===== src/rtl/core/assert_macros.svh =====
// Assertion macros for the core RTL files.
// Depends on nothing; each file that asserts includes it by name.
`ifndef ASSERT_MACROS_SVH
`define ASSERT_MACROS_SVH

// The consequent must hold in the same cycle as the antecedent.
`define ASSERT_SAME(label, clk, rst_n, ante, cons) \
	label: assert property (@(posedge clk) disable iff (!rst_n) (ante) |-> (cons)) \
		else $error("assertion failed: label");

// The consequent must hold in the cycle after the antecedent.
`define ASSERT_NEXT(label, clk, rst_n, ante, cons) \
	label: assert property (@(posedge clk) disable iff (!rst_n) (ante) |=> (cons)) \
		else $error("assertion failed: label");

`endif


===== src/rtl/core/rarst_pkg.sv =====
// Constants and helpers for the range add / range sum tree.
// Depends on nothing; used by rarst_mul and the top level.
package rarst_pkg;
	localparam int POSITIONS = 1024;
	localparam int POS_W = 10;
	localparam int VAL_W = 32;
	localparam int SUM_W = 64;
	// Index tree entries 1..POSITIONS; entry 0 is unused.
	localparam int IDX_W = $clog2(POSITIONS + 1);
	localparam int DEPTH = POSITIONS + 1;
	localparam int WIDE_W = (IDX_W + 1 > POS_W + 2) ? IDX_W + 1 : POS_W + 2;
	localparam int ENTRY_W = 2 * SUM_W;

	localparam logic OP_ADD = 1'b0;
	localparam logic OP_QUERY = 1'b1;

	// Lowest set bit of a tree index.
	function automatic logic [IDX_W-1:0] low_bit(input logic [IDX_W-1:0] i);
		return i & (~i + IDX_W'(1));
	endfunction
endpackage


===== src/rtl/core/rarst_mul.sv =====
// Shared registered multiplier: 64-bit word times tree index, low 64 bits.
// Depends on rarst_pkg.
module rarst_mul (
	input  logic                          clk,
	input  logic                          en,
	input  logic [rarst_pkg::SUM_W-1:0]   a,
	input  logic [rarst_pkg::IDX_W-1:0]   b,
	output logic [rarst_pkg::SUM_W-1:0]   prod_q
);
	import rarst_pkg::*;

	logic [SUM_W-1:0] prod;

	assign prod = a * SUM_W'(b);

	always_ff @(posedge clk) begin
		if (en) begin
			prod_q <= prod;
		end
	end
endmodule


===== config.mk =====
export PLATFORM = sky130hd
export DESIGN_NAME = rarst_mul
export DESIGN_NICKNAME = d
export VERILOG_FILES = /design/src/rtl/core/assert_macros.svh /design/src/rtl/core/rarst_pkg.sv /design/src/rtl/core/rarst_mul.sv
export SDC_FILE = /design/constraint.sdc
export NUM_CORES = 1
export LEC_CHECK = 0
export ABC_AREA = 1
export BUFFER_PORTS_ARGS = -buffer_cell sky130_fd_sc_hd__buf_2
export CAP_MARGIN = 20
export CORE_MARGIN = 2
export CORE_UTILIZATION = 30
export CTS_CLUSTER_DIAMETER = 60
export CTS_CLUSTER_SIZE = 24
export DETAILED_ROUTE_END_ITERATION = 10
export HOLD_SLACK_MARGIN = 0.1
export PLACE_DENSITY = 0.44
export SLEW_MARGIN = 10
export SYNTH_ARGS = -nofsm -noshare
export SYNTH_HDL_FRONTEND = slang
export SYNTH_SLANG_ARGS = --single-unit

===== constraint.sdc =====
create_clock -name clk -period 13.7 [get_ports clk]
set_clock_uncertainty 0.15 [all_clocks]
set_input_delay 2.055 -clock clk [delete_from_list [all_inputs] [get_ports clk]]
set_output_delay 2.055 -clock clk [all_outputs]
set_load 0.01 [all_outputs]

# Yosys cells after proc, flatten, opt, wreduce, memory -nomap -nowiden
# Index checks and enable logic that the tools add are counted.
# op_classes
n_mul,1
# op_table
operator,count
64-bit by 11-bit multiplier with 64-bit output,1
# word_totals
elab_cells,2
in_bits,77
ff_bits,64

# Depth between registers and ports, before layout
# Gate-level depths: netlist of run 1.
# depth
word_depth,1
ltp_mapped,28
ltp_nobuf,26

# Worst setup path after synthesis of run 1
# OpenSTA, ideal clock, no wires.
# synth_path
path_kind,input port to flip-flop
startpoint,input b[5] in the netlist's numbering
endpoint,register prod_q[63] in the netlist's numbering (data pin)
required_time_ns,13.298
setup_slack_ns,6.609
arrival_ns,6.689
stages,26
cell_sequence,clkbuf_1 > clkbuf_1 > buf_1 > nand2_1 > fa_1 > inv_1 > fa_1 > fa_1 > fa_1 > inv_1 > fa_1 > inv_1 > ha_1 > nand2_2 > nor2_2 > inv_2 > nor2_2 > inv_2 > nor2_2 > nand2_1 > nand2_2 > nand2_1 > nand2_1 > inv_1 > nand2_1 > nand2_1
# synth_between
elab_chain_cells,1
# synth_rtl
element,line_no,source
start: declaration,rarst_mul.sv:7,"input logic [rarst_pkg::IDX_W-1:0] b,"
64-bit by 11-bit multiplier with 64-bit output,rarst_mul.sv:14,assign prod = a * SUM_W'(b);
via prod[63],rarst_mul.sv:12,logic [SUM_W-1:0] prod;
end signal: assignment,rarst_mul.sv:18,prod_q <= prod;
end: declaration,rarst_mul.sv:8,output logic [rarst_pkg::SUM_W-1:0] prod_q
# The timed path passes the listed nets, and every way through them passes these cells.
# A chain may end at the register's enable or synchronous reset.

# Final worst setup path of run 1
# layout_path
startpoint,input b[2] in the netlist's numbering
endpoint,register prod_q[61] in the netlist's numbering (data pin)
# Same word-level chain as after synthesis.

==> results by group, run 1 <==
CTS
  – Worst-path clk slew: 0.07 ns
  – Post-CTS setup buffer count: 0
  – Num CTS Buffers: 9
  – Root Driver: clkbuf_16
  – CTS Sinks: 64
  – PostCTS Resize Cnt: 0
  – Deepest clock path buffer count: 2
  – Hold_buf cts: 0
  – Htree depth: 3
  – TritonCTS clock tree: yes

Logic synthesis
  – EDFF count, synth: 64
  – Area leader, netlist: fa_1
  – Mapped Nets: 3765
  – Sequential area share after synthesis: 8.34%
  – Top-count cell post-synth: nand2_1
  – Share of the synthesized area in the top cell type: 44.0%
  – Syn Area/Cell: 7.44 sq um
  – Async S/R FF share, synth: 0%
  – Yosys warning total: 0
  – Area contributors post-synth: fa_1 (44%), nand2_1 (18%), inv_1 (13%), edfxtp_1 (8.3%), ha_1 (4.4%)
  – Synthesized flop and latch total: 64
  – Synth Flop Type: edfxtp_1
  – Library cells used by synthesis: 35
  – Synth top cells by count: nand2_1 (1095), inv_1 (801), fa_1 (507)
  – Synth Instances: 3100
  – Synth Cell Area: 23100 sq um

Setup path
  – Critical Path Fanout Max: 62
  – Max stage delay on crit path: 0.60 ns
  – CP max-delay cell: buf_4
  – Crit end category: register
  – Top Family by Delay on Critical Path: adder cells
  – Kind of critical path: input pin to register
  – Worst path depth: 19
  – Worst path cell trace: buf_2 -> buf_4 -> nand2_1 -> fa_1 -> fa_1 -> inv_1 -> fa_1 -> fa_1 -> fa_1 -> ha_1 -> nand2_1 -> nor2_1 -> inv_1 -> o21ai_1 -> nand2_1 -> nand2_1 -> a21oi_1 -> nand3_1 -> nand2_1
  – CP bufs+invs: 4
  – Startpoint types: input pin
  – CP Launch Point: b[2]
  – Worst Path Required: 13.65 ns
  – CP arrival: 7.59 ns
  – Critical path capture point: prod_q[61]

Global routing
  – Vias in the first global route: 20200
  – Antenna violations before repair: 6
  – Largest net degree at the start of global routing: 66
  – First-pass GRT wire length: 120000 microns
  – Total gr overflow: 0
  – Gr usage total: 20.0%

STA
  – Post-route minimum period: 7.63 ns
  – Final setup fails: 0
  – Final Hold Vio Count: 0
  – Worst-margin pin slew: 0.967 ns
  – RSZ-0062 raised after global routing: no
  – Slew HR: 35.5%
  – Final count of pins violating max slew: 0
  – TNS Setup: 0 ns
  – Period utilization: 55.7%
  – Peak Freq: 131 MHz

Run
  – # Max-Cap Violations: 0

Routing
  – Residual DRC: 0
  – ANT nets after route: 0
  – Initial DRC Count: 887
  – Average wire per standard cell: 18.1 microns
  – Vias: 18500
  – Pre-Repair DR Iteration Count: 5
  – Total wire length: 75500 microns
  – Met3 wire length: 1760 microns
  – Met1 wire length: 32600 microns
  – Max layer used: met5
  – WL met2: 40000 microns
  – Via/cell ratio: 4.44

Layout
  – Non-Filler Instances: 4169
  – Largest Register: prod_q
  – Design area: 25000 sq um
  – Largest register FFs: 64
  – Nets: 3798
  – Layout cell share with drive strength beyond 1: 7.43%
  – Area grow syn2layout: 8.30%
  – Top Registers: prod_q: 64 flops

Floorplanning
  – IO Count: 141
  – Die area: 79100 sq um
  – Rows: 101
  – Core Box Area: 75900 sq um
  – Die Height: 281 microns
  – Initial Util: 30.4%
  – Die W: 281 microns

Min path
  – Hold Crit Class: input pin to register

Run status
  – Status: complete, no violations

Place
  – Gpl congestion: 0.923
  – Port Buf Inserts: 140
  – Dpl cells: 4152
  – Dpl hpwl: 61500 microns
  – Placed cell area: 24600 sq um
==> routing by layer <==
layer | global-route usage, % | up-vias
met5 | 0 | -
met4 | 3.14 | 6
met3 | 1.23 | 59
met2 | 38.0 | 276
met1 | 25.0 | 9305
li1 | - | 8881
==> logic make-up (layout without fill, tap and decap cells) <==
family	after synthesis	in the layout	synth area share, %
simple gates	1357	1357	23.8
buf+inv	938	976	15.3
fa+ha+maj	588	588	48.4
compound gates	121	121	2.91
flops	64	64	8.34
xor+xnor	32	32	1.22
other cells	0	1	0
==> metrics by stage <==
stage | hold WS (ns) | utilization (%) | worst slack [ns]
after global placement | 2.32 | 32.4 | 5.68
after detailed placement | 2.31 | 32.4 | 5.62
after CTS | 2.03 | 32.9 | 6.02
final | 2.02 | 32.9 | 6.07
after global routing | 2.05 | 32.9 | 5.81
after floorplan | 2.02 | - | 6.61
==> final cells by class <==
type | instances | area, sq um
fillers | 8270 | 51000
clock inverters | 7 | 103
well taps | 1030 | 1290
inverters | 809 | 3040
clock buffers | 9 | 225
diodes | 1 | 2.50
multi-input cells | 2098 | 17600
repair buffers | 151 | 788
flip-flops and latches | 64 | 1920
==> how the worst min path moves through the flow <==
stage	start	endpoint	slack [ns]	cells past startpoint
2_1_floorplan	en	prod_q[0]	2.02	0
3_3_place_gp	prod_q[16]	prod_q[16]	2.32	1
3_5_place_dp	prod_q[0]	prod_q[0]	2.31	1
4_1_cts	a[0]	prod_q[0]	2.03	3
5_1_grt	a[0]	prod_q[0]	2.05	3
6_report	a[0]	prod_q[0]	2.02	3
==> cell usage in the layout (no fill, tap or decap), types with 2 or more instances in the layout <==
cell | netlist | final
nor3_2 | 2 | 2
o21ai_1 | 8 | 8
inv_1 | 801 | 801
edfxtp_1 | 64 | 64
nand2_1 | 1095 | 1095
nand3b_1 | 3 | 3
nand3_1 | 70 | 70
nor2_2 | 24 | 24
ha_1 | 81 | 81
nor2_4 | 2 | 2
nand3_2 | 10 | 10
nor3_1 | 6 | 6
buf_2 | 8 | 138
clkinv_1 | 2 | 2
o21ai_0 | 22 | 22
o21bai_1 | 16 | 16
nand4_1 | 25 | 25
bufinv_16 | 0 | 2
a21oi_1 | 66 | 66
a21oi_2 | 3 | 3
xor2_1 | 27 | 27
fa_1 | 507 | 507
inv_2 | 6 | 6
xnor2_1 | 5 | 5
and3_1 | 3 | 3
inv_6 | 0 | 2
nand2_2 | 17 | 17
buf_4 | 0 | 13
a21o_1 | 4 | 4
clkinv_4 | 0 | 2
clkbuf_16 | 0 | 9
nor2_1 | 96 | 96
Power of run 1 is not shown: default switching activity piles up to over one toggle a cycle in this logic, so the estimate is an artifact.
==> inputs of run 2 (changes only) <==
- clock period: 13.7 -> 7.1 ns (I/O delays scaled with it)
==> run 2 against run 1 <==
Die area did not move. Sequential cell count unchanged. Final cell count is 2.2% higher. Core utilization up 1.0 points. First-iteration DRC count increased by 16%. Design area is 3.0% higher. Wire length up 3.2%. Setup slack lost 5.3 ns. Critical endpoint is now prod_q[35]. Largest cell class unchanged.
==> results by group, run 2 (synthesis results as in run 1) <==
Setup path
  – Worst path cell trace: buf_2 -> nand2_1 -> fa_1 -> inv_1 -> fa_1 -> fa_1 -> fa_1 -> inv_1 -> fa_1 -> inv_1 -> ha_1 -> nand2_1 -> nor2_2 -> nand2_1 -> nor2_1 -> nand2_1 -> nand3_2 -> nand2_1 -> nand3_1 -> nand2_1
  – CP max-delay cell: buf_2
  – CP arrival: 6.24 ns (-1.35 ns)
  – Crit end category: register
  – Kind of critical path: input pin to register
  – Critical path capture point: prod_q[35]
  – Most used cell, CP: nand2_1
  – Max stage delay on crit path: 0.64 ns (+0.04 ns)
  – CP Launch Point: b[7]
  – Critical Path Fanout Max: 27 (-56%)
  – Worst Path Required: 6.99 ns (-6.66 ns)
  – Startpoint types: input pin

Layout
  – Top Registers: prod_q: 64 flops
  – Nets: 3886 (+2.3%)
  – Largest Register: prod_q
  – FILL cells: 8247 (-0.28%)
  – Layout cell share with drive strength beyond 1: 9.95% (+2.5 points)
  – FF/Latch Area: 1920 sq um (unchanged)
  – Largest register FFs: 64 (unchanged)
  – Multi-input gate area: 17600 sq um (unchanged)
  – Commonest non-fill, non-tap cell in the layout: nand2_1
  – Non-Filler Instances: 4259 (+2.2%)
  – Most frequent cells in the layout: nand2_1 (1095), inv_1 (801), fa_1 (507), buf_2 (139), nor2_1 (96)
  – Area grow syn2layout: 11.6%

Place
  – Gpl congestion: 0.898 (-2.7%)
  – Dpl cells: 4240 (+2.1%)
  – Dpl hpwl: 64300 microns (+4.5%)
  – Port Buf Inserts: 140 (unchanged)

CTS
  – Deepest clock path buffer count: 2 (unchanged)
  – PostCTS Resize Cnt: 0 (unchanged)
  – Root Driver: clkbuf_16
  – Hold_buf cts: 0 (unchanged)
  – Post-CTS setup buffer count: 0 (unchanged)
  – Htree depth: 3 (unchanged)
  – CTS Sinks: 64 (unchanged)
  – TritonCTS clock tree: yes
  – Worst-path clk slew: 0.06 ns (about the same)
  – Num CTS Buffers: 9 (unchanged)

Routing
  – Pre-Repair DR Iteration Count: 5 (unchanged)
  – Initial DRC Count: 1028 (+16%)
  – Via/cell ratio: 4.45 (+0.22%)
  – Residual DRC: 0 (unchanged)
  – Vias: 19000 (+2.4%)
  – Average wire per standard cell: 18.3 microns (+1.0%)
  – ANT nets after route: 0 (unchanged)
  – Total wire length: 77900 microns (+3.2%)

Floorplanning
  – Core Box Area: 75900 sq um (unchanged)
  – IO Count: 141 (unchanged)
  – Die area: 79100 sq um (unchanged)
  – Rows: 101 (unchanged)
  – Die Height: 281 microns (unchanged)
  – Die W: 281 microns (unchanged)
  – Initial Util: 30.4% (unchanged)

Global routing
  – Total gr overflow: 0 (unchanged)
  – Vias in the first global route: 20500 (+1.3%)
  – Antenna violations before repair: 5 (-1)
  – First-pass GRT wire length: 122000 microns (+1.8%)
  – Gr usage total: 20.5% (+0.58 points)
  – Largest net degree at the start of global routing: 63 (-4.5%)

Run
  – # Max-Cap Violations: 0 (unchanged)

STA
  – Worst-margin pin slew: 0.890 ns (-0.0774 ns)
  – Slew HR: 40.7% (+5.2 points)
  – RSZ-0062 raised after global routing: no
  – Period utilization: 89.5%
  – Final count of pins violating max slew: 0 (unchanged)
  – Final Hold Vio Count: 0 (unchanged)
  – Final setup fails: 0 (unchanged)
  – Peak Freq: 157 MHz
  – Post-route minimum period: 6.36 ns
  – TNS Setup: 0 ns (unchanged)

Run status
  – Status: complete, no violations

Min path
  – Hold Crit Class: input pin to register
  – Worst hold start: en
run 2: cell count changes in the layout (fill, tap and decap cells not counted), sizes merged:
cell      before  now
buf          151  239
diode          1    3
inv          809  808
bufinv         2    0
clkinv         4    6
clkinvlp       1    2
run 2: cell type report:
class,count,area share (%)
flip-flops and latches,64,7.47
multi-input cells,2098,68.4
diodes,3,0.0292
clock inverters,7,0.185
inverters,809,11.8
well taps,1030,5.01
repair buffers,239,6.21
clock buffers,9,0.876
run 2: through the flow:
| stage | setup WS, ns | hold WS, ns | util [%] | area, sq um |
|---|---|---|---|---|
| after floorplan | 0.999 | 1.03 | - | 23100 |
| after global placement | 0.386 | 1.33 | 33.5 | 25400 |
| after detailed placement | 0.400 | 1.32 | 33.5 | 25400 |
| after CTS | 0.754 | 0.968 | 33.9 | 25700 |
| after global routing | 0.427 | 0.983 | 33.9 | 25700 |
| final | 0.744 | 0.986 | 33.9 | 25700 |
run 2: routing by layer:
metal  vias to the layer above  GRT usage [%]  wire, microns
met5                         -              0              0
met4                         0           3.91           1400
met3                        65           1.87           2630
met2                       376           38.2          40500
met1                      9473           25.8          33400
li1                       9055              -              -
run 2: worst min-delay path by stage:
stage                     depth (start not counted)    endpoint  slack (ns)
after global placement                            1  prod_q[32]        1.33
after floorplan                                   0   prod_q[0]        1.03
after CTS                                         1  prod_q[42]        0.97
after detailed placement                          1  prod_q[42]        1.32
after global routing                              1  prod_q[63]        0.98
final                                             1  prod_q[42]        0.99
run 2: critical path: cells and delay by family:
kind,cells,cell delay [ns]
buffers and inverters,4,0.80
adder cells (fa/ha/maj),6,2.88
AND/OR/NAND/NOR,10,1.44
Power of run 2 is left out for the same reason.
