==> config.mk <==
export PLATFORM = sky130hd
export DESIGN_NAME = rarst_ram
export DESIGN_NICKNAME = d
export VERILOG_FILES = /design/src/rtl/core/assert_macros.svh /design/src/rtl/core/rarst_ram.sv
export SDC_FILE = /design/constraint.sdc
export NUM_CORES = 1
export LEC_CHECK = 0
export BUFFER_PORTS_ARGS = -buffer_cell sky130_fd_sc_hd__buf_2
export CAP_MARGIN = 10
export CORE_MARGIN = 4
export CORE_UTILIZATION = 50
export CTS_BUF_LIST = sky130_fd_sc_hd__clkbuf_2
export DETAILED_ROUTE_END_ITERATION = 8
export GPL_ROUTABILITY_DRIVEN = 0
export GPL_TIMING_DRIVEN = 0
export PLACE_DENSITY = 0.64
export SLEW_MARGIN = 25
export SYNTH_ARGS = -nofsm -noshare
export SYNTH_HDL_FRONTEND = slang
export SYNTH_SLANG_ARGS = --single-unit
==> constraint.sdc <==
create_clock -name clk -period 3.4 [get_ports clk]
set_clock_uncertainty 0.15 [all_clocks]
set_input_delay 0.17 -clock clk [delete_from_list [all_inputs] [get_ports clk]]
set_output_delay 0.17 -clock clk [all_outputs]
set_load 0.01 [all_outputs]
==> src/rtl/core/assert_macros.svh <==
// Assertion macros for the core RTL files.
// Depends on nothing; each file that asserts includes it by name.
`ifndef ASSERT_MACROS_SVH
`define ASSERT_MACROS_SVH

// The consequent must hold in the same cycle as the antecedent.
`define ASSERT_SAME(label, clk, rst_n, ante, cons) \
	label: assert property (@(posedge clk) disable iff (!rst_n) (ante) |-> (cons)) \
		else $error("assertion failed: label");

// The consequent must hold in the cycle after the antecedent.
`define ASSERT_NEXT(label, clk, rst_n, ante, cons) \
	label: assert property (@(posedge clk) disable iff (!rst_n) (ante) |=> (cons)) \
		else $error("assertion failed: label");

`endif

==> src/rtl/core/rarst_ram.sv <==
// Generic single-write, single-read memory with registered read data.
// Depends on nothing.
module rarst_ram #(
	parameter int DW = 8,
	parameter int DEPTH = 16,
	parameter int AW = $clog2(DEPTH)
) (
	input  logic          clk,
	input  logic          we,
	input  logic [AW-1:0] waddr,
	input  logic [DW-1:0] wdata,
	input  logic [AW-1:0] raddr,
	output logic [DW-1:0] rdata
);
	logic [DW-1:0] mem [DEPTH];

	always_ff @(posedge clk) begin
		if (we) begin
			mem[waddr] <= wdata;
		end
		rdata <= mem[raddr];
	end
endmodule

# Word-level counts from Yosys, hierarchy flattened
# Memories as Yosys holds them, arrays and structs flattened. A register that Yosys moved wholly into a read port is not among the register bits.
# Index checks and enable logic that the tools add are counted.
# classes
mux,2
# op_table
op,count
1-bit two-way mux,2
# word_totals
regBits,0
ramBits,128
out_inout_bits,8
n_memories,1
# mem_list
name,words,word_bits,read_ports,rd_ports_with_merged_regs,write_ports,line_no,rtl
mem,16,8,1,1,1,rarst_ram.sv:15,logic [DW-1:0] mem [DEPTH];

# Depth between registers and ports, before layout
# Gate-level depths: netlist (run 1).
# depth
depth_word,2
mapped_depth,5
mapped_depth_nobuf,3

# Worst setup path after synthesis (run 1)
# OpenSTA, ideal clock, no wires.
# synth_timing
kind,input to register
start,input port waddr[2]
end,"memory mem[0][0], enable pin"
setup_ns,0.383
t_arrival_ns,1.280
path_slack_ns,1.587
stages,2
n_path_buf,0
cell_sequence,or3b_2 > nor3_1
# synth_lines
item,line_no,rtl
from (decl),rarst_ram.sv:10,"input logic [AW-1:0] waddr,"
to (decl),rarst_ram.sv:15,
# Straight into the memory's write port.

==> impl_results.md, run 1 <==
- Async SR Flop Fraction: 0%
- Worst EP required: 3800 ps
- Pint: 2.44 mW
- Cells on worst reg2reg path: 5
- Post-DP HPWL: 6010 um
- Post-synthesis sequential area ratio: 77.8%
- Maximum vdd ir drop: 238 uV
- Crit. End Element: register
- Hold path depth: 2
- Critical path class: reg2reg
- Routed wire per std cell: 21.7 um
- Post-Syn Nets: 247
- Max FO, Critical Path: 1
- Via count: 2,415
- Via density: 5.49
- Synth Cell Area: 0.00515 mm^2
- DRT met1 WL: 3850 um
- CP Depth: 5
- CTS tree: yes
- Crit path top cell by count: dlygate4sd3_1
- Largest net degree at the start of global routing: 17
- DRC viols: 0
- Num CTS Buffers: 17
- Most common cell in the netlist: edfxtp_1
- Worst Setup Start Kind: register
- Net switching power figure: 671 uW
- Final Power: 3.11 mW
- Share of Yosys cell area claimed by the top area cell type: 74.7%
- CTS sink cnt: 136
- First-pass GRT wire length: 14,500 um
- Diodes inserted: 0
- Post-Syn Instances: 229
- Initial drt markers: 156
- Vias in the first global route: 2,532
- Clock share of power: 33.2%
- Cell taking the most area after synthesis: edfxtp_1
- Hold Crit Class: in2reg
- Final instance area: 0.00595 mm^2
- Critical path's top delay family: buffers and inverters
- Worst-Skew Late Latency: 640 ps
- Fmax: 393 MHz
- Buffers on Ports: 24
- Final WL: 9540 um
- Area of the core: 0.00991 mm^2
- Die area: 0.0120 mm^2
- Total congestion overflow: 0
- Synth cell count leaders: 128 x edfxtp_1, 18 x mux4_2, 16 x a22oi_1, 14 x mux4_1, 13 x nor2_1
- Share of layout cells above drive strength 1: 28.0%
- Post-synth cell types: 19
- WHS: 305 ps
- Worst path cell trace: mux4_2, dlygate4sd3_1, a22oi_1, dlygate4sd3_1, nand2_1
- Initial core utilization: 51.9%
- Hold Fails Final Rpt: 0
- Antenna viol nets, final: 0
- Hold buffers post-CTS: 22
- Switching portion of total power: 21.5%
- Final setup viols: 0
- Worst Slack Setup Final: 858 ps
- Sequential share of power: 60.4%
- Max-Cap Viols: 0
- Synth-to-layout area growth: 15.5%
- Number of flops mapped to enable cells by yosys: 128
- RSZ-0062 raised after global routing: no
- Postcts setup bufs: 0
- DR pass1 iterations: 5
- Clock root cell: clkbuf_2
- Die width: 109 um
- Pre-CTS WS: 1400 ps
- Chip height: 109 um
- Yosys warnings: 0
- Combinational group share of total power: 6.4%
- Status: complete, no violations
- Antenna violations before repair: 0
- Reg clk slew, reported paths: 190 ps
- Clock Tree Buf Depth: 2
- Period minus WS final: 2540 ps
- Uppermost layer routed: met4
- Worst slew pin tran: 819 ps
- Top_reg_cell synth: edfxtp_1
- Tcrit/Tclk final: 74.8%
- CTS resizes: 0
- Mean post-synth cell area: 22.5 um^2
- CP Data Arrival Time: 2940 ps
- Max stage delay on crit path: 600 ps
- GRT Overall Usage: 17.8%
- Worst rel slew slack: 45.2%
- H-tree depth: 4
- Ranking of synthesized cells by area: edfxtp_1 75%, mux4_2 7.9%, mux4_1 7.1%
- Max-slew violations: 0
- Met2 Wirelength: 4560 um
- Critical path buffers and inverters: 2
- CP max-delay cell: dlygate4sd3_1
- Final setup TNS: 0 ps
- FP Rows: 36
- Synthesized flop and latch total: 136
- PwrDens: 524 mW/mm^2
- Area after DPL: 0.00545 mm^2
- Final net count: 312
- I/O Pins: 26
- Met3 WL: 924 um
- Leakage: 2.00 nW
[per-layer routing]
metal | vias up | track usage [%]
li1 | 1107 | -
met1 | 1188 | 24.7
met2 | 106 | 25.9
met3 | 14 | 6.17
met4 | 0 | 7.48
met5 | - | 0
[worst paths after layout]
| kind | start | endpoint | slack [ps] |
|---|---|---|---|
| worst max-delay path | mem[3][7] | rdata[7] | 860 |
| worst min-delay path | wdata[2] | mem[9][2] | 310 |
| worst max register to register | mem[3][7] | rdata[7] | 860 |
| worst min register to register | mem[8][5] | rdata[5] | 550 |
[kinds of logic (layout without fill, tap and decap cells)]
| group | after synthesis | count (layout) | synth area share [%] |
|---|---|---|---|
| compound gates | 16 | 16 | 2.33 |
| buf+inv | 10 | 88 | 1.68 |
| flops | 136 | 136 | 77.8 |
| mux | 32 | 32 | 15.0 |
| simple gates | 35 | 35 | 3.18 |
[state kept, by name, summed over array words and instances, names as in the netlist]
signal and flops:
mem 128, rdata 8
[layout by cell type (no fill, tap or decap), types with 8 or more instances in the layout]
cell | Yosys | final
nor2_1 | 13 | 13
dfxtp_1 | 8 | 8
mux4_1 | 14 | 14
mux4_2 | 18 | 18
dlygate4sd3_1 | 0 | 22
a22oi_1 | 16 | 16
clkbuf_2 | 0 | 18
nand2_1 | 9 | 9
buf_2 | 3 | 27
edfxtp_1 | 128 | 128
[power groups by stage]
stage / Sequential (mW) / Clock, mW / Combinational [mW]
after global placement: 1.92 / 0 / 0.178
final: 1.88 / 1.03 / 0.200
after CTS: 1.88 / 1.05 / 0.203
after floorplan: 1.92 / 0 / 0.0951
after global routing: 1.88 / 1.13 / 0.218
after detailed placement: 1.92 / 0 / 0.183
[cell type report]
type	instances	area, um^2
Buffer	10	86.3
Clock buffer	18	90.1
Clock inverter	14	181
Fill cell	740	3960
Multi-Input combinational cell	83	1080
Sequential cell	136	4000
Tap cell	133	166
Timing Repair Buffer	46	340
[metrics by stage]
stage          std cells  util (%)
2_1_floorplan        229         -
3_3_place_gp         386      54.8
3_5_place_dp         386      55.0
4_1_cts              440      60.0
5_1_grt              440      60.0
6_report             440      60.0
No activity file was read; power rests on OpenSTA's default activity.
==> run 2: changes to the inputs <==
Clock period 3.4 ns to 2.35 ns, I/O delays scaled along.
==> run 2 against run 1 <==
Cell area unchanged. Critical path depth up 2. Clock power up 45%. Die area unchanged. Utilization unchanged. Global-route usage up 0.052 points. Sequential cell count unchanged. Wire length down 0.32%. Hold slack worse by 240 ps. Worst setup slack worse by 630 ps. Critical path type is now in2reg. Largest cell class unchanged. Largest power group unchanged.
==> impl_results.md, run 2 (same netlist as run 1, synthesis figures left out) <==
- CP max-delay cell: mux4_1
- PwrDens: 757 mW/mm^2
- Cells on worst reg2reg path: 4
- Final net count: 312
- Biggest regs: mem (128), rdata (8)
- Fmax: 472 MHz
- Most common cell after layout, fill and taps aside: edfxtp_1
- Routed wire per std cell: 21.6 um
- Hold Crit Class: in2reg
- Hold path depth: 5
- Filler Cell Count: 744
- CTS resizes: 0
- Area of the core: 0.00991 mm^2
- Maximum vdd ir drop: 343 uV
- Worst rel slew slack: 46.9%
- Die area: 0.0120 mm^2
- Worst-Skew Late Latency: 640 ps
- Largest register FFs: 128
- Buffers on Ports: 24
- Max-slew violations: 0
- Post-DP HPWL: 6010 um
- Tcrit/Tclk final: 90.1%
- Largest net degree at the start of global routing: 17
- Hold Fails Final Rpt: 0
- Critical path's top delay family: buffers and inverters
- Status: complete, no violations
- I/O Pins: 26
- GRT Overall Usage: 17.8%
- CTS tree: yes
- Critical path class: in2reg
- Chip height: 109 um
- H-tree depth: 4
- Final WL: 9510 um
- DR pass1 iterations: 5
- Vias in the first global route: 2,508
- Critical path buffers and inverters: 4
- Worst Slack Setup Final: 232 ps
- Initial core utilization: 51.9%
- DRC viols: 0
- Crit. End Element: register
- Pre-CTS WS: 406 ps
- Diodes inserted: 0
- Worst Setup Start Kind: primary input
- Max FO, Critical Path: 10
- Leakage: 2.00 nW
- Initial drt markers: 183
- Worst EP required: 2760 ps
- CP Depth: 7
- Via density: 5.51
- Worst path cell trace: dlygate4sd3_1, buf_6, buf_6, mux4_1, a22oi_1, dlygate4sd3_1, nand2_1
- Antenna violations before repair: 0
- Clock Tree Buf Depth: 2
- Clock root cell: clkbuf_2
- Period minus WS final: 2120 ps
- Biggest register: mem
- Worst slew pin tran: 793 ps
- CP Data Arrival Time: 2530 ps
- Postcts setup bufs: 0
- Antenna viol nets, final: 0
- Final setup TNS: 0 ps
- FP Rows: 36
- Max stage delay on crit path: 620 ps
- Max-Cap Viols: 0
- Synth-to-layout area growth: 15.5%
- Reg clk slew, reported paths: 200 ps
- Total congestion overflow: 0
- Num CTS Buffers: 17
- Die width: 109 um
- Share of layout cells above drive strength 1: 28.0%
- Most frequent cells in the layout: 128 x edfxtp_1, 27 x buf_2, 22 x dlygate4sd3_1
- RSZ-0062 raised after global routing: no
- First-pass GRT wire length: 14,500 um
- Via count: 2,425
- CTS sink cnt: 136
- Final setup viols: 0
==> run 2: layout make-up <==
type                            instances  area [um^2]  share of cell area [%]
Sequential cell                       136         4000                    67.3
Multi-Input combinational cell         83         1080                    18.1
Timing Repair Buffer                   46          340                    5.72
Clock inverter                         14          181                    3.05
Tap cell                              133          166                    2.80
Clock buffer                           18         90.1                    1.52
Buffer                                 10         86.3                    1.45
==> run 2: per-layer routing <==
layer	wire length [um]	track usage, %	vias to the layer above
met3	642	5.70	12
met2	4590	26.9	82
li1	-	-	1110
met1	4140	25.1	1221
met4	137	5.61	0
met5	0	0	-
==> run 2: timing repair <==
action,in CTS,in global routing
setup endpoints to repair,0,0
endpoints found under the hold margin,243,0
hold buffers,22,0
==> run 2: worst min-delay path, delay by kind of cell <==
kind / cells / cell delay, ps
buffers and inverters: 2 / 470
AOI/OAI and AO/OA: 1 / 90
and+or+nand+nor: 2 / 170
==> run 2: worst paths after layout <==
| path | startpoint | to | slack, ps |
|---|---|---|---|
| worst min-delay path | raddr[2] | rdata[2] | 60 |
| worst max register to register | mem[5][0] | rdata[0] | 260 |
| worst max-delay path | raddr[0] | rdata[0] | 230 |
| worst min register to register | mem[8][5] | rdata[5] | 540 |
==> run 2: through the flow <==
step	std cells	power [mW]	utilization (%)	instance area, um^2	hold WS, ps
2_1_floorplan	229	2.92	-	5150	66.4
3_3_place_gp	386	3.03	54.8	5430	362
3_5_place_dp	386	3.04	55.0	5450	363
4_1_cts	440	4.54	60.0	5950	8.99
5_1_grt	440	4.68	60.0	5950	65.6
6_report	440	4.50	60.0	5950	61.8
==> run 2: where the power goes <==
group	switching, mW	internal (mW)	total, mW	leakage, nW
combinational	0.158	0.131	0.289	0.610
clock	0.797	0.694	1.49	0.164
sequential	0.0114	2.71	2.72	1.22
==> run 3: changes to the inputs <==
Settings changed: CORE_ASPECT_RATIO set to 0.5, RECOVER_POWER set to 25.
==> run 3 against run 2 <==
Worst setup slack got worse by 230 ps. Wire length increased by 1.5%. Utilization increased by 1.1 points. Count of clock-buffer cells in the layout decreased by 1. Cell area about the same. Combinational power about the same. Maximum frequency decreased by 9.6%. Sequential cell count unchanged. Via count increased by 4.0%. Global-route usage increased by 0.090 points.
==> impl_results.md, run 3 (same netlist as run 1, synthesis figures left out) <==
- Max-slew violations: 0
- R2R setup slack: 360 ps
- Final WL: 9650 um
- FP Rows: 25
- I/O Pins: 26
- Uppermost layer routed: met4
- Worst Setup Start Kind: primary input
- Final net count: 313
- Num CTS Buffers: 17
- WHS: 224 ps
- DRT met1 WL: 4350 um
- Worst Slack Setup Final: 7.25 ps
- Met3 WL: 793 um
- Die area: 0.0121 mm^2
- Period minus WS final: 2340 ps
- Postcts setup bufs: 0
- Worst-Skew Late Latency: 680 ps
- H-tree depth: 4
- Final setup TNS: 0 ps
- Via count: 2,521
- Worst rel slew slack: 40.0%
- Fmax: 427 MHz
- GRT Overall Usage: 17.9%
- Routed wire per std cell: 21.8 um
- Antenna viol nets, final: 0
- Diodes inserted: 0
- Die width: 151 um
- Final setup viols: 0
- Most frequent cells in the layout: 128 x edfxtp_1, 23 x dlygate4sd3_1, 21 x buf_2
- Synth-to-layout area growth: 15.4%
- Biggest register: mem
- Met2 Wirelength: 4440 um
- Max-Cap Viols: 0
- Worst EP required: 2520 ps
- Initial core utilization: 52.9%
- Pre-CTS WS: 406 ps
- Hold Crit Class: in2reg
- Antenna violations before repair: 0
- Biggest regs: mem (128), rdata (8)
- Largest net degree at the start of global routing: 17
- Critical path class: in2reg
- Share of layout cells above drive strength 1: 26.9%
- Area of the core: 0.00973 mm^2
- Hold Fails Final Rpt: 0
- PwrDens: 752 mW/mm^2
- Post-DP HPWL: 6170 um
- CTS sink cnt: 136
- Clock root cell: clkbuf_2
- Clock Tree Buf Depth: 2
- Reg clk slew, reported paths: 200 ps
- Most common cell after layout, fill and taps aside: edfxtp_1
- DR pass1 iterations: 4
- CTS resizes: 0
- Buffers on Ports: 24
- First-pass GRT wire length: 14,800 um
- Total congestion overflow: 0
- CP Data Arrival Time: 2510 ps
- Leakage: 1.96 nW
- Vias in the first global route: 2,503
- Via density: 5.69
- Initial drt markers: 169
- Chip height: 79.7 um
- Worst slew pin tran: 896 ps
- Status: complete, no violations
- Maximum vdd ir drop: 399 uV
- Largest register FFs: 128
- DRC viols: 0
- Max FO, Critical Path: 8
- Crit. End Element: register
- Tcrit/Tclk final: 99.7%
- RSZ-0062 raised after global routing: yes
- CTS tree: yes
-- run 3: cell types whose count changed in the layout (fill, tap and decap cells not counted) --
cell / change
clkinv_1: -3
bufinv_16: -1
clkinv_4: -2
clkbuf_1: +6
clkinvlp_4: +5
dlygate4sd3_1: +1
inv_6: +2
buf_2: -6
clkbuf_2: -1
-- run 3: power by group --
part,leakage [nW],switching [mW],internal [mW]
registers,1.22,0.0122,2.71
logic,0.598,0.161,0.131
clock network,0.143,0.860,0.594
total,1.96,1.03,3.43
-- run 3: layout make-up --
cell class | instances | area, um^2
plain buffers | 10 | 86.3
clock buffers | 17 | 85.1
clock inverters | 15 | 178
fillers | 697 | 3790
multi-input cells | 83 | 1080
flip-flops and latches | 136 | 4000
well taps | 135 | 169
repair buffers | 47 | 343
-- run 3: final timing paths --
path / from / endpoint / depth (start not counted)
worst max register to register: mem[3][0] / rdata[0] / 4
worst min register to register: mem[15][5] / rdata[5] / 3
worst max-delay path: waddr[2] / mem[1][2] / 5
worst min-delay path: wdata[0] / mem[3][0] / 2
-- run 3: stage by stage --
stage / instance area (um^2) / cells / util (%) / power (mW)
after CTS: 5950 / 443 / 61.2 / 4.49
final: 5940 / 443 / 61.1 / 4.47
after floorplan: 5150 / 229 / - / 2.92
after global routing: 5940 / 443 / 61.1 / 4.65
after detailed placement: 5460 / 388 / 56.1 / 3.04
after global placement: 5440 / 388 / 55.9 / 3.03
-- run 3: critical path, cell delays in order --
cell and delay (ps):
dlygate4sd3_1 540, buf_2 140, or3b_2 460, dlygate4sd3_1 630, nor2_1 620
-- run 3: timing repair --
action | CTS | global route
setup endpoints to repair | 0 | 2
hold buffers | 23 | 0
endpoints found under the hold margin | 264 | 0
-- run 3: routing by layer --
metal	vias to the layer above	track usage, %
met4	0	5.29
met1	1306	26.7
met5	-	0
li1	1110	-
met3	10	6.41
met2	95	25.1
